**src/sv/atrpp_pkg.sv**
```systemverilog
// Package for the AT response parameter parser.
// Holds the parser phase and result kind types, error codes and character constants.
// Used by at_response_param_parser; depends on nothing else.
package atrpp_pkg;

	typedef enum logic [2:0] {
		PH_IDLE  = 3'd0,
		PH_SKIP  = 3'd1,
		PH_READY = 3'd2,
		PH_INT   = 3'd3,
		PH_STR   = 3'd4,
		PH_AFTER = 3'd5
	} phase_t;

	typedef enum logic [2:0] {
		K_STR_CHAR  = 3'd0,
		K_EMPTY     = 3'd1,
		K_INT       = 3'd2,
		K_STR_DONE  = 3'd3,
		K_DONE      = 3'd4,
		K_ERROR     = 3'd5
	} kind_t;

	typedef enum logic [3:0] {
		E_NONE         = 4'd0,
		E_DOUBLE_SPACE = 4'd1,
		E_BAD_READY    = 4'd2,
		E_BAD_AFTER    = 4'd3,
		E_NONPRINT     = 4'd4,
		E_SIGN_COMMA   = 4'd5,
		E_SIGN_END     = 4'd6,
		E_BAD_INT      = 4'd7,
		E_OVERFLOW     = 4'd8
	} err_t;

	localparam logic [7:0] CH_NUL   = 8'h00;
	localparam logic [7:0] CH_LF    = 8'h0A;
	localparam logic [7:0] CH_CR    = 8'h0D;
	localparam logic [7:0] CH_SPACE = 8'h20;
	localparam logic [7:0] CH_QUOTE = 8'h22;
	localparam logic [7:0] CH_PLUS  = 8'h2B;
	localparam logic [7:0] CH_COMMA = 8'h2C;
	localparam logic [7:0] CH_MINUS = 8'h2D;
	localparam logic [7:0] CH_ZERO  = 8'h30;
	localparam logic [7:0] CH_NINE  = 8'h39;
	localparam logic [7:0] PRINT_LO = 8'h20;
	localparam logic [7:0] PRINT_HI = 8'h7E;

	// Integer magnitudes saturate here; the negative limit needs exactly this value.
	localparam logic [31:0] MAG_CAP = 32'h8000_0000;
	localparam logic [31:0] INT_POS_MAX = 32'h7FFF_FFFF;

endpackage

```
**src/sv/at_response_param_parser.sv**
```systemverilog
// AT response parameter parser, top level.
// Depends on atrpp_pkg for phase, result kind and error code definitions.
//
// Usage: an input beat carries op and char_in on the in channel. op = 1 starts a
// new response line and clears the parameter index; op = 0 carries one character.
// Characters up to the first space are skipped; after it the line is split at
// commas into empty, signed decimal integer and quoted string parameters. Each
// string character, each finished parameter, the end of the line and any error
// give one result beat on the out channel; other input beats give none. A beat
// with last = 1 ends the response and the parser ignores characters until the
// next start beat.
// The input register is loaded when a beat is accepted, and the result register is
// loaded from it once the receiver does not stall; the result is then on out_valid.
// Throughput: one input beat per cycle unless the receiver stalls; every character
// needs only one state update and one multiply-by-ten add, done between the two
// registers. When the receiver stalls, the result register holds its beat and the
// input register holds one more; in_stall rises once both are full.
// Reset clears both registers and returns the parser to idle, waiting for start.
module at_response_param_parser #(
	parameter int MAX_PARAMS = 16,
	parameter int TOKEN_MAX  = 128
) (
	input  logic               clk,
	input  logic               arst_n,
	input  logic               in_valid,
	output logic               in_stall,
	input  logic               op,
	input  logic [7:0]         char_in,
	output logic               out_valid,
	input  logic               out_stall,
	output logic [2:0]         kind,
	output logic [3:0]         param_index,
	output logic signed [31:0] param_value,
	output logic [7:0]         str_char,
	output logic [6:0]         char_pos,
	output logic [7:0]         str_len,
	output logic               last,
	output logic [4:0]         param_count,
	output logic [3:0]         error_code
);
	import atrpp_pkg::*;

	localparam int PW = $clog2(MAX_PARAMS + 1);
	localparam int TW = $clog2(TOKEN_MAX + 1);

	// Input register.
	logic       s1_valid_q;
	logic       op_s1;
	logic [7:0] char_s1;

	// Parser state.
	phase_t         phase_q, phase_nxt;
	logic [PW-1:0]  param_idx_q, param_idx_nxt;
	logic [TW-1:0]  token_len_q, token_len_nxt;
	logic [31:0]    mag_q, mag_nxt;
	logic           neg_q, neg_nxt;
	logic           seen_q, seen_nxt;

	// Result register.
	logic        out_valid_q;
	kind_t       kind_q;
	logic [3:0]  param_index_q;
	logic [31:0] param_value_q;
	logic [7:0]  str_char_q;
	logic [6:0]  char_pos_q;
	logic [7:0]  str_len_q;
	logic        last_q;
	logic [4:0]  param_count_q;
	err_t        error_code_q;

	// Result of the current beat.
	logic        res_vld;
	kind_t       res_kind;
	logic [3:0]  res_idx;
	logic [31:0] res_ival;
	logic [7:0]  res_ch;
	logic [6:0]  res_pos;
	logic [7:0]  res_len;
	logic        res_last;
	logic [4:0]  res_cnt;
	err_t        res_err;

	logic        adv;
	logic        step;
	logic        is_dig, is_end_c, is_start, is_print;
	logic        idx_full, tok_full;
	logic [7:0]  idx8, tok8;
	logic [35:0] mag_x10;
	logic [31:0] mag_sat;
	logic [31:0] int_res;

	assign adv      = !out_valid_q || !out_stall;
	assign step     = s1_valid_q && adv;
	assign in_stall = s1_valid_q && !adv;

	assign is_dig   = (char_s1 >= CH_ZERO) && (char_s1 <= CH_NINE);
	assign is_end_c = (char_s1 == CH_NUL) || (char_s1 == CH_CR) || (char_s1 == CH_LF);
	assign is_start = (char_s1 == CH_COMMA) || (char_s1 == CH_QUOTE) ||
		(char_s1 == CH_PLUS) || (char_s1 == CH_MINUS) || is_dig;
	assign is_print = (char_s1 >= PRINT_LO) && (char_s1 <= PRINT_HI);
	assign idx_full = param_idx_q >= PW'(MAX_PARAMS);
	assign tok_full = token_len_q >= TW'(TOKEN_MAX);
	assign idx8     = 8'(param_idx_q);
	assign tok8     = 8'(token_len_q);

	// Decimal accumulate: m * 10 + digit, saturating at the magnitude cap.
	assign mag_x10 = ({4'd0, mag_q} << 3) + ({4'd0, mag_q} << 1) + {32'd0, char_s1[3:0]};
	assign mag_sat = (mag_x10 > {4'd0, MAG_CAP}) ? MAG_CAP : mag_x10[31:0];
	assign int_res = neg_q ? (32'd0 - mag_q) : (mag_q[31] ? INT_POS_MAX : mag_q);

	always_ff @(posedge clk or negedge arst_n) begin
		if (!arst_n) begin
			s1_valid_q <= 1'b0;
		end else if (!s1_valid_q || adv) begin
			s1_valid_q <= in_valid;
		end
	end

	always_ff @(posedge clk) begin
		if (in_valid && !in_stall) begin
			op_s1   <= op;
			char_s1 <= char_in;
		end
	end

	// Next state.
	always_comb begin
		phase_nxt     = phase_q;
		param_idx_nxt = param_idx_q;
		token_len_nxt = token_len_q;
		mag_nxt       = mag_q;
		neg_nxt       = neg_q;
		seen_nxt      = seen_q;
		if (op_s1) begin
			phase_nxt     = PH_SKIP;
			param_idx_nxt = '0;
			token_len_nxt = '0;
			mag_nxt       = '0;
			neg_nxt       = 1'b0;
			seen_nxt      = 1'b0;
		end else begin
			unique case (phase_q)
				PH_IDLE: begin
				end
				PH_SKIP: begin
					if (char_s1 == CH_NUL) begin
						phase_nxt = PH_IDLE;
					end else if (char_s1 == CH_SPACE) begin
						phase_nxt = PH_READY;
					end
				end
				PH_READY: begin
					if (is_end_c || char_s1 == CH_SPACE || !is_start || idx_full) begin
						phase_nxt = PH_IDLE;
					end else if (char_s1 == CH_COMMA) begin
						param_idx_nxt = param_idx_q + PW'(1);
					end else if (char_s1 == CH_QUOTE) begin
						token_len_nxt = '0;
						mag_nxt       = '0;
						neg_nxt       = 1'b0;
						seen_nxt      = 1'b0;
						phase_nxt     = PH_STR;
					end else begin
						// The sign or first digit counts as the first token character.
						token_len_nxt = TW'(1);
						mag_nxt       = is_dig ? {28'd0, char_s1[3:0]} : 32'd0;
						neg_nxt       = (char_s1 == CH_MINUS);
						seen_nxt      = is_dig;
						phase_nxt     = PH_INT;
					end
				end
				PH_AFTER: begin
					if (char_s1 == CH_COMMA && !is_end_c) begin
						phase_nxt = PH_READY;
					end else begin
						phase_nxt = PH_IDLE;
					end
				end
				PH_STR: begin
					if (char_s1 == CH_QUOTE) begin
						param_idx_nxt = param_idx_q + PW'(1);
						token_len_nxt = '0;
						phase_nxt     = PH_AFTER;
					end else if (!is_print || tok_full) begin
						phase_nxt = PH_IDLE;
					end else begin
						token_len_nxt = token_len_q + TW'(1);
					end
				end
				PH_INT: begin
					if (char_s1 == CH_COMMA || is_end_c) begin
						if (seen_q) begin
							param_idx_nxt = param_idx_q + PW'(1);
							token_len_nxt = '0;
						end
						phase_nxt = (seen_q && char_s1 == CH_COMMA) ? PH_READY : PH_IDLE;
					end else if (!is_dig || tok_full) begin
						phase_nxt = PH_IDLE;
					end else begin
						mag_nxt       = mag_sat;
						seen_nxt      = 1'b1;
						token_len_nxt = token_len_q + TW'(1);
					end
				end
				default: begin
					phase_nxt = PH_IDLE;
				end
			endcase
		end
	end

	// Result of the beat in the input register.
	always_comb begin
		res_vld  = 1'b0;
		res_kind = K_STR_CHAR;
		res_idx  = idx8[3:0];
		res_ival = '0;
		res_ch   = '0;
		res_pos  = '0;
		res_len  = '0;
		res_last = 1'b0;
		res_cnt  = '0;
		res_err  = E_NONE;
		if (!op_s1) begin
			unique case (phase_q)
				PH_IDLE: begin
				end
				PH_SKIP: begin
					if (char_s1 == CH_NUL) begin
						res_vld  = 1'b1;
						res_kind = K_DONE;
						res_idx  = '0;
						res_last = 1'b1;
						res_cnt  = idx8[4:0];
					end
				end
				PH_READY: begin
					res_vld = 1'b1;
					if (is_end_c) begin
						res_kind = K_DONE;
						res_idx  = '0;
						res_last = 1'b1;
						res_cnt  = idx8[4:0];
					end else if (char_s1 == CH_SPACE) begin
						res_kind = K_ERROR;
						res_last = 1'b1;
						res_err  = E_DOUBLE_SPACE;
					end else if (!is_start) begin
						res_kind = K_ERROR;
						res_last = 1'b1;
						res_err  = E_BAD_READY;
					end else if (idx_full) begin
						res_kind = K_ERROR;
						res_last = 1'b1;
						res_err  = E_OVERFLOW;
					end else if (char_s1 == CH_COMMA) begin
						res_kind = K_EMPTY;
					end else begin
						res_vld = 1'b0;
					end
				end
				PH_AFTER: begin
					if (is_end_c) begin
						res_vld  = 1'b1;
						res_kind = K_DONE;
						res_idx  = '0;
						res_last = 1'b1;
						res_cnt  = idx8[4:0];
					end else if (char_s1 != CH_COMMA) begin
						res_vld  = 1'b1;
						res_kind = K_ERROR;
						res_last = 1'b1;
						res_err  = E_BAD_AFTER;
					end
				end
				PH_STR: begin
					res_vld = 1'b1;
					if (char_s1 == CH_QUOTE) begin
						res_kind = K_STR_DONE;
						res_len  = tok8;
					end else if (!is_print) begin
						res_kind = K_ERROR;
						res_last = 1'b1;
						res_err  = E_NONPRINT;
					end else if (tok_full) begin
						res_kind = K_ERROR;
						res_last = 1'b1;
						res_err  = E_OVERFLOW;
					end else begin
						res_kind = K_STR_CHAR;
						res_ch   = char_s1;
						res_pos  = tok8[6:0];
					end
				end
				PH_INT: begin
					res_vld = 1'b1;
					if (char_s1 == CH_COMMA || is_end_c) begin
						if (!seen_q) begin
							res_kind = K_ERROR;
							res_last = 1'b1;
							res_err  = (char_s1 == CH_COMMA) ? E_SIGN_COMMA : E_SIGN_END;
						end else begin
							res_kind = K_INT;
							res_ival = int_res;
							// An integer that ends the line also closes the response.
							if (is_end_c) begin
								res_last = 1'b1;
								res_cnt  = 5'(idx8 + 8'd1);
							end
						end
					end else if (!is_dig) begin
						res_kind = K_ERROR;
						res_last = 1'b1;
						res_err  = E_BAD_INT;
					end else if (tok_full) begin
						res_kind = K_ERROR;
						res_last = 1'b1;
						res_err  = E_OVERFLOW;
					end else begin
						res_vld = 1'b0;
					end
				end
				default: begin
				end
			endcase
		end
	end

	always_ff @(posedge clk or negedge arst_n) begin
		if (!arst_n) begin
			phase_q     <= PH_IDLE;
			param_idx_q <= '0;
			token_len_q <= '0;
			mag_q       <= '0;
			neg_q       <= 1'b0;
			seen_q      <= 1'b0;
		end else if (step) begin
			phase_q     <= phase_nxt;
			param_idx_q <= param_idx_nxt;
			token_len_q <= token_len_nxt;
			mag_q       <= mag_nxt;
			neg_q       <= neg_nxt;
			seen_q      <= seen_nxt;
		end
	end

	always_ff @(posedge clk or negedge arst_n) begin
		if (!arst_n) begin
			out_valid_q <= 1'b0;
		end else if (adv) begin
			out_valid_q <= s1_valid_q && res_vld;
		end
	end

	always_ff @(posedge clk) begin
		if (step && res_vld) begin
			kind_q        <= res_kind;
			param_index_q <= res_idx;
			param_value_q <= res_ival;
			str_char_q    <= res_ch;
			char_pos_q    <= res_pos;
			str_len_q     <= res_len;
			last_q        <= res_last;
			param_count_q <= res_cnt;
			error_code_q  <= res_err;
		end
	end

	assign out_valid   = out_valid_q;
	assign kind        = kind_q;
	assign param_index = param_index_q;
	assign param_value = param_value_q;
	assign str_char    = str_char_q;
	assign char_pos    = char_pos_q;
	assign str_len     = str_len_q;
	assign last        = last_q;
	assign param_count = param_count_q;
	assign error_code  = error_code_q;

	// An error code is reported exactly on error beats.
	assert property (@(posedge clk) disable iff (!arst_n)
		out_valid_q |-> ((kind_q == K_ERROR) == (error_code_q != E_NONE)))
		else $error("error code does not match result kind");

	// Only done, error and a line-ending integer close a response.
	assert property (@(posedge clk) disable iff (!arst_n)
		(out_valid_q && last_q) |-> (kind_q == K_DONE || kind_q == K_ERROR || kind_q == K_INT))
		else $error("last set on a beat that cannot end a response");

	// A closing beat always leaves the parser idle.
	assert property (@(posedge clk) disable iff (!arst_n)
		(step && res_vld && res_last && !op_s1) |=> (phase_q == PH_IDLE))
		else $error("parser not idle after a closing beat");

	assert property (@(posedge clk) disable iff (!arst_n)
		(param_idx_q <= PW'(MAX_PARAMS)) && (token_len_q <= TW'(TOKEN_MAX)))
		else $error("parameter index or token length beyond its limit");

endmodule

```
**config.mk**
```make
export PLATFORM = sky130hd
export DESIGN_NAME = at_response_param_parser
export DESIGN_NICKNAME = d
export VERILOG_FILES = /design/src/sv/atrpp_pkg.sv /design/src/sv/at_response_param_parser.sv
export SDC_FILE = /design/constraint.sdc
export NUM_CORES = 1
export LEC_CHECK = 0
export BUFFER_PORTS_ARGS = -buffer_cell sky130_fd_sc_hd__buf_2
export CAP_MARGIN = 20
export CORE_MARGIN = 5
export CORE_UTILIZATION = 59
export DETAILED_ROUTE_END_ITERATION = 6
export GPL_TIMING_DRIVEN = 0
export PLACE_DENSITY = 0.79
export SLEW_MARGIN = 5
export SYNTH_ARGS = -nofsm -noshare
export SYNTH_HDL_FRONTEND = slang
export SYNTH_SLANG_ARGS = --single-unit
```
**constraint.sdc**
```tcl
create_clock -name clk -period 10.6 [get_ports clk]
set_clock_uncertainty 0.2 [all_clocks]
set_input_delay 0.53 -clock clk [delete_from_list [all_inputs] [get_ports clk]]
set_output_delay 0.53 -clock clk [all_outputs]
set_load 0.05 [all_outputs]
```
==> impl_metrics.yaml, run 1 <==
timing:
  finalCriticalPeriod_ns: 5.23
  setup_viol: 0
  maxSlewViolCount: 0
  slew_headroom_pct: 19.6
  rsz0062_at_grt: "no"
  clock.fmax_ghz: 0.191
  finalCritPeriodShare_pct: 49.3
  tns_ns: 0
  hold_viol: 0
  worstMarginPinSlew_ns: 1.18
clocking:
  max-clock-path-buffers: 2
  clock-sinks: 133
  clockRootBuffer: "clkbuf_16"
  cts_tree: "yes"
  clock_latency_ns: 0.42
  htreeDepth: 4
  cts.clk_slew.worst_paths_ns: 0.06
  cts_buffers: 17
  cts_setup_buffers: 0
outcome:
  status: "finished, final reports clean"
routing:
  wl_mm: 26.2
  via_per_inst: 6.41
  drtIter0Drc: 1065
  vias: 8984
  wire_per_inst_microns: 18.7
  drc: 0
  ant_nets: 0
  dr.pass1.iters: 6
critical_path:
  r2r_start: "char_s1[3]"
  cp_max_fo: 10
  cp_data_arrival_time_ns: 5.34
  worst_setup_path_end_kind: "flop"
  r2r_cells: 15
  setup.worst_path.start_class: "flop"
  crit_path_start: "char_s1[3]"
  worstSetupPathType: "flop to flop"
  worst_ep_required_time_ns: 10.71
final_layout:
  drive_gt1_share_pct: 13.9
  layout.nets: 1256
  fillers: 1276
  final_util_pct: 68.3
  final_cell_count_no_fill: 1401
  syn_to_final_growth_pct: 14.0
  antennaDiodeCount: 0
global_route:
  grt.total_usage_pct: 28.5
  grt_pass1_wl_mm: 42.5
  grt_pass1_vias: 8158
  grt_max_degree: 40
  antenna_found_initial: 0
  grt_overflow_total: 0
logic_synthesis:
  synth_top_area_share_pct: 25.6
  synth_top_flop_cell: "edfxtp_1"
  synthTopCellsByArea: "edfxtp_1 26%, dfrtp_1 14%, ha_1 9.1%, nand2_1 4.6%, nor2_1 3.9%"
  yosysMostFrequentCell: "nand2_1"
  yosys_register_bits: 133
  ys_top_cells_by_count: "116 x nand2_1, 98 x nor2_1, 81 x edfxtp_1"
  synth_area_leader_cell: "edfxtp_1"
  synth-edff-count: 81
  synthDistinctLibCells: 79
  post_synth_inst_count: 1059
  ys_seq_area_share_pct: 39.4
  avgSynthCellArea_sq_um: 8.95
  synth-async-reset-ratio_pct: 39.1
  yosys_warnings: 0
  netlist_area_sq_um: 9480
  synth_nets: 1143
pwr:
  cellPowerDensity_nw_per_um2: 144
  vdd.ir_drop.worst_mv: 0.132
  leakage_nw: 4.62
worst_hold_path:
  holdPathStages: 1
  hp-start: "char_in[4]"
  hold_path.class: "primary input to flop"
floorplanning:
  core-area_sq_um: 15800
  floorplan.initialDensity_pct: 59.9
  io_pins: 87
  fp-row-count: 46
  die_h_microns: 137
  die_area_sq_um: 18700
  die_x_microns: 137
placement:
  place_congestion: 0.961
  hpwl_mm: 19.8
  dp_cells: 1368
  port_buffers: 86
run:
  maxCapViolations: 0
cell type report:
class                      instances  area [sq um]  area share [%]
buffer                            56           240            2.22
clock inverter                    14           103           0.949
timing repair buffer              94           509            4.71
inverter                          26          97.6           0.903
tap                              216           270            2.50
multi-input combinational        844          5420            50.1
sequential                       133          3730            34.5
clock buffer                      18           439            4.06
kinds of logic (layout without fill, tap and decap cells):
group,after synthesis,after routing,share of synthesized area [%]
AO/OA/AOI/OAI,320,320,22.9
other,1,1,0.0395
buffers and inverters,82,208,3.56
AND/OR/NAND/NOR,429,429,22.5
multiplexers,2,2,0.211
adder cells (fa/ha/maj),71,71,9.53
XOR/XNOR,21,21,1.94
flip-flops,133,133,39.4
critical path, cell delays in order, from the launching register on:
cell and delay (ns):
edfxtp_1 0.31, clkbuf_1 0.36, inv_1 0.20, fa_1 0.60, fa_1 0.53, nor2b_4 0.14
o31a_1 0.13, buf_6 0.13, o31ai_1 0.15, a2111oi_0 1.03, o31a_1 0.23, o21ai_1 0.10
nor4_2 0.34, a21oi_2 0.22, buf_6 0.21, o31ai_1 0.22
power breakdown:
part / internal [mW] / switching [mW] / total (mW)
sequential: 0.592 / 0.0214 / 0.613
combinational: 0.111 / 0.298 / 0.409
clock: 0.306 / 0.227 / 0.532
total: 1.01 / 0.546 / 1.55
through the flow:
| stage | total power, mW | hold slack, ns | setup slack (ns) | instance area (sq um) |
|---|---|---|---|---|
| 2_1_floorplan | 0.920 | 0.0344 | 2.68 | 9480 |
| 3_3_place_gp | 1.02 | 0.304 | 0.646 | 10200 |
| 3_5_place_dp | 1.02 | 0.275 | 5.52 | 10300 |
| 4_1_cts | 1.55 | 0.0748 | 5.48 | 10800 |
| 5_1_grt | 1.63 | 0.0730 | 5.13 | 10800 |
| 6_report | 1.55 | 0.0833 | 5.37 | 10800 |
sequential cells by signal, summed over array words and instances, names as in the netlist, 7 cells and up:
signal / cells
mag_q: 32
str_len: 8
tok8: 8
str_char: 8
param_value: 32
char_pos: 7
char_s1: 8
layout by cell type (no fill, tap or decap), types with 35 or more instances in the layout:
master / count
nand2_1: 116
nor2_1: 98
buf_2: 91
edfxtp_1: 81
a21oi_1: 73
ha_1: 69
dfrtp_1: 52
o21ai_0: 50
clkbuf_1: 45
nor3_1: 35
final timing paths:
path,endpoint,slack [ns]
max,mag_q[18],5.37
min,char_s1[4],0.08
max reg2reg,mag_q[18],5.37
min reg2reg,tok8[6],0.34
max in group asynchronous,mag_q[31],9.27
min in group asynchronous,param_idx_q[4],0.37
layer usage:
layer | GRT usage [%] | share of wire (%)
met1 | 43.1 | 44
met2 | 42.1 | 44
met3 | 5.04 | 10
met4 | 8.20 | 1.8
met5 | 0 | 0
what timing repair did:
action | 4_1_cts | 5_1_grt
hold buffers | 1 | 0
hold endpoints to repair | 13 | 0
resized for setup | 0 | 0
setup endpoints to repair | 0 | 0
No activity file was read; power rests on OpenSTA's default activity.
==> run 2: changes to the inputs <==
==> constraint.sdc (replaced) <==
create_clock -name clk -period 5.25 [get_ports clk]
set_clock_uncertainty 0.2 [all_clocks]
set_input_delay 0.2625 -clock clk [delete_from_list [all_inputs] [get_ports clk]]
set_output_delay 0.2625 -clock clk [all_outputs]
set_load 0.05 [all_outputs]
==> run 2 against run 1 <==
  * Global-route usage down 0.80 points
  * Clock power up 110%
  * Worst hold slack better by 0.028 ns
  * First-iteration DRC count down 0.85%
  * Register-to-register slack worse by 5.1 ns
  * Wire length down 1.2%
  * Sequential cell count unchanged
==> impl_metrics.yaml, run 2 (synthesis results as in run 1) <==
floorplanning:
  fp-row-count: 46
  die_h_microns: 137
  io_pins: 87
  die_x_microns: 137
  floorplan.initialDensity_pct: 59.9
  core-area_sq_um: 15800
  die_area_sq_um: 18700
timing:
  rsz0062_at_grt: "no"
  hold_viol: 0
  tns_ns: 0
  clock.fmax_ghz: 0.201
  slew_headroom_pct: 41.5
  worstMarginPinSlew_ns: 0.868
  finalCritPeriodShare_pct: 94.8
  finalCriticalPeriod_ns: 4.98
  maxSlewViolCount: 0
  setup_viol: 0
  hold_slack_ns: 0.111
critical_path:
  regToRegSetupSlack_ns: 0.27
  worst_setup_path_end_kind: "flop"
  critPathTopFamily: "compound AO/OA/AOI/OAI gates"
  max_stage_delay_ns: 0.78
  r2r_cells: 15
  r2r_start: "char_s1[3]"
  r2r_end: "mag_q[19]"
  crit_chain: "clkbuf_1 > inv_1 > fa_1 > fa_1 > nor2b_4 > o31a_1 > buf_6 > o31ai_1 > a2111oi_1 > o31a_1 > o21ai_1 > nor4_2 > a21oi_2 > buf_6 > o31ai_1"
  worst_ep_required_time_ns: 5.36
  path_buf_inv: 4
  cp_max_fo: 10
  setup.worst_path.start_class: "flop"
  cp.depth: 15
  cpMaxStageDelayCell: "a2111oi_1"
  cp_data_arrival_time_ns: 5.09
  worstSetupPathType: "flop to flop"
clocking:
  cts_buffers: 17
  clock-sinks: 133
  max-clock-path-buffers: 2
  clock_latency_ns: 0.43
  htreeDepth: 4
  cts.clk_slew.worst_paths_ns: 0.06
  clockRootBuffer: "clkbuf_16"
  cts_setup_buffers: 0
  cts_tree: "yes"
pwr:
  vdd.ir_drop.worst_mv: 0.247
  leakage_nw: 4.69
  cellPowerDensity_nw_per_um2: 293
routing:
  via_per_inst: 6.33
  drtIter0Drc: 1056
  wl_mm: 25.9
  ant_nets: 0
  vias: 8934
  drc: 0
  dr.pass1.iters: 6
  wire_per_inst_microns: 18.3
final_layout:
  final_util_pct: 69.3
  fillers: 1257
  final_cell_mix: "116 x nand2_1, 98 x nor2_1, 91 x buf_2"
  drive_gt1_share_pct: 13.6
  final_common_cell: "nand2_1"
  antennaDiodeCount: 0
  final_cell_count_no_fill: 1411
  layout.nets: 1266
  syn_to_final_growth_pct: 15.6
global_route:
  grt_overflow_total: 0
  grt.total_usage_pct: 27.7
  antenna_found_initial: 0
  grt_max_degree: 38
  grt_pass1_vias: 7948
  grt_pass1_wl_mm: 41.4
placement:
  hpwl_mm: 19.7
  place_congestion: 0.994
  port_buffers: 86
  dp_cells: 1365
run:
  maxCapViolations: 0
worst_hold_path:
  hold_path.class: "primary input to async pin"
outcome:
  status: "finished, final reports clean"
==> run 2: changes by cell type in the layout (fill, tap and decap cells not counted), moves of 2 or more <==
| cell | before | now |
|---|---|---|
| buf_4 | 5 | 0 |
| buf_8 | 0 | 3 |
| dlygate4sd3_1 | 1 | 13 |
| clkinvlp_4 | 4 | 2 |
==> run 2: metal layers <==
| layer | wire, microns | global-route usage, % | up-vias |
|---|---|---|---|
| met3 | 2320 | 4.30 | 25 |
| met1 | 12100 | 42.8 | 4179 |
| met4 | 280 | 7.32 | 0 |
| met2 | 11200 | 40.5 | 459 |
| met5 | 0 | 0 | - |
| li1 | - | - | 4271 |
==> run 2: cell type report <==
cell class	instances	area (sq um)	share of cell area [%]
inverters	26	97.6	0.890
clock buffers	18	439	4.01
multi-input cells	844	5420	49.5
flip-flops and latches	133	3730	34.1
well taps	216	270	2.47
plain buffers	56	240	2.19
clock inverters	14	126	1.15
repair buffers	104	631	5.75
==> run 2: how the worst max path moves through the flow <==
stage                    start              end  slack, ns
floorplan           char_s1[4]      char_pos[0]       0.60
global placement    char_s1[4]  param_value[29]      -0.43
detailed placement  char_s1[3]        mag_q[19]       0.29
CTS                 char_s1[3]        mag_q[19]       0.25
global route        char_s1[3]        mag_q[13]      0.003
finish              char_s1[3]        mag_q[19]       0.27
==> run 2: through the flow <==
stage                     area, sq um  power (mW)  setup slack (ns)
after floorplan                  9490        1.86             0.598
after global placement          10200        2.05            -0.430
after detailed placement        10300        2.07             0.286
after CTS                       11000        3.20             0.246
after global routing            11000        3.34           0.00267
final                           11000        3.21             0.271
==> run 2: repair_timing <==
action                                 in CTS  in global routing
hold buffers                               13                  0
setup endpoints to repair                   0                 20
resized for setup                           0                  1
endpoints found under the hold margin      63                  0
==> run 2: where the power goes <==
| part | switching, mW | internal (mW) | leakage (nW) | total (mW) |
|---|---|---|---|---|
| sequential | 0.0451 | 1.19 | 1.50 | 1.24 |
| clock | 0.461 | 0.667 | 0.277 | 1.13 |
| combinational | 0.609 | 0.231 | 2.91 | 0.841 |
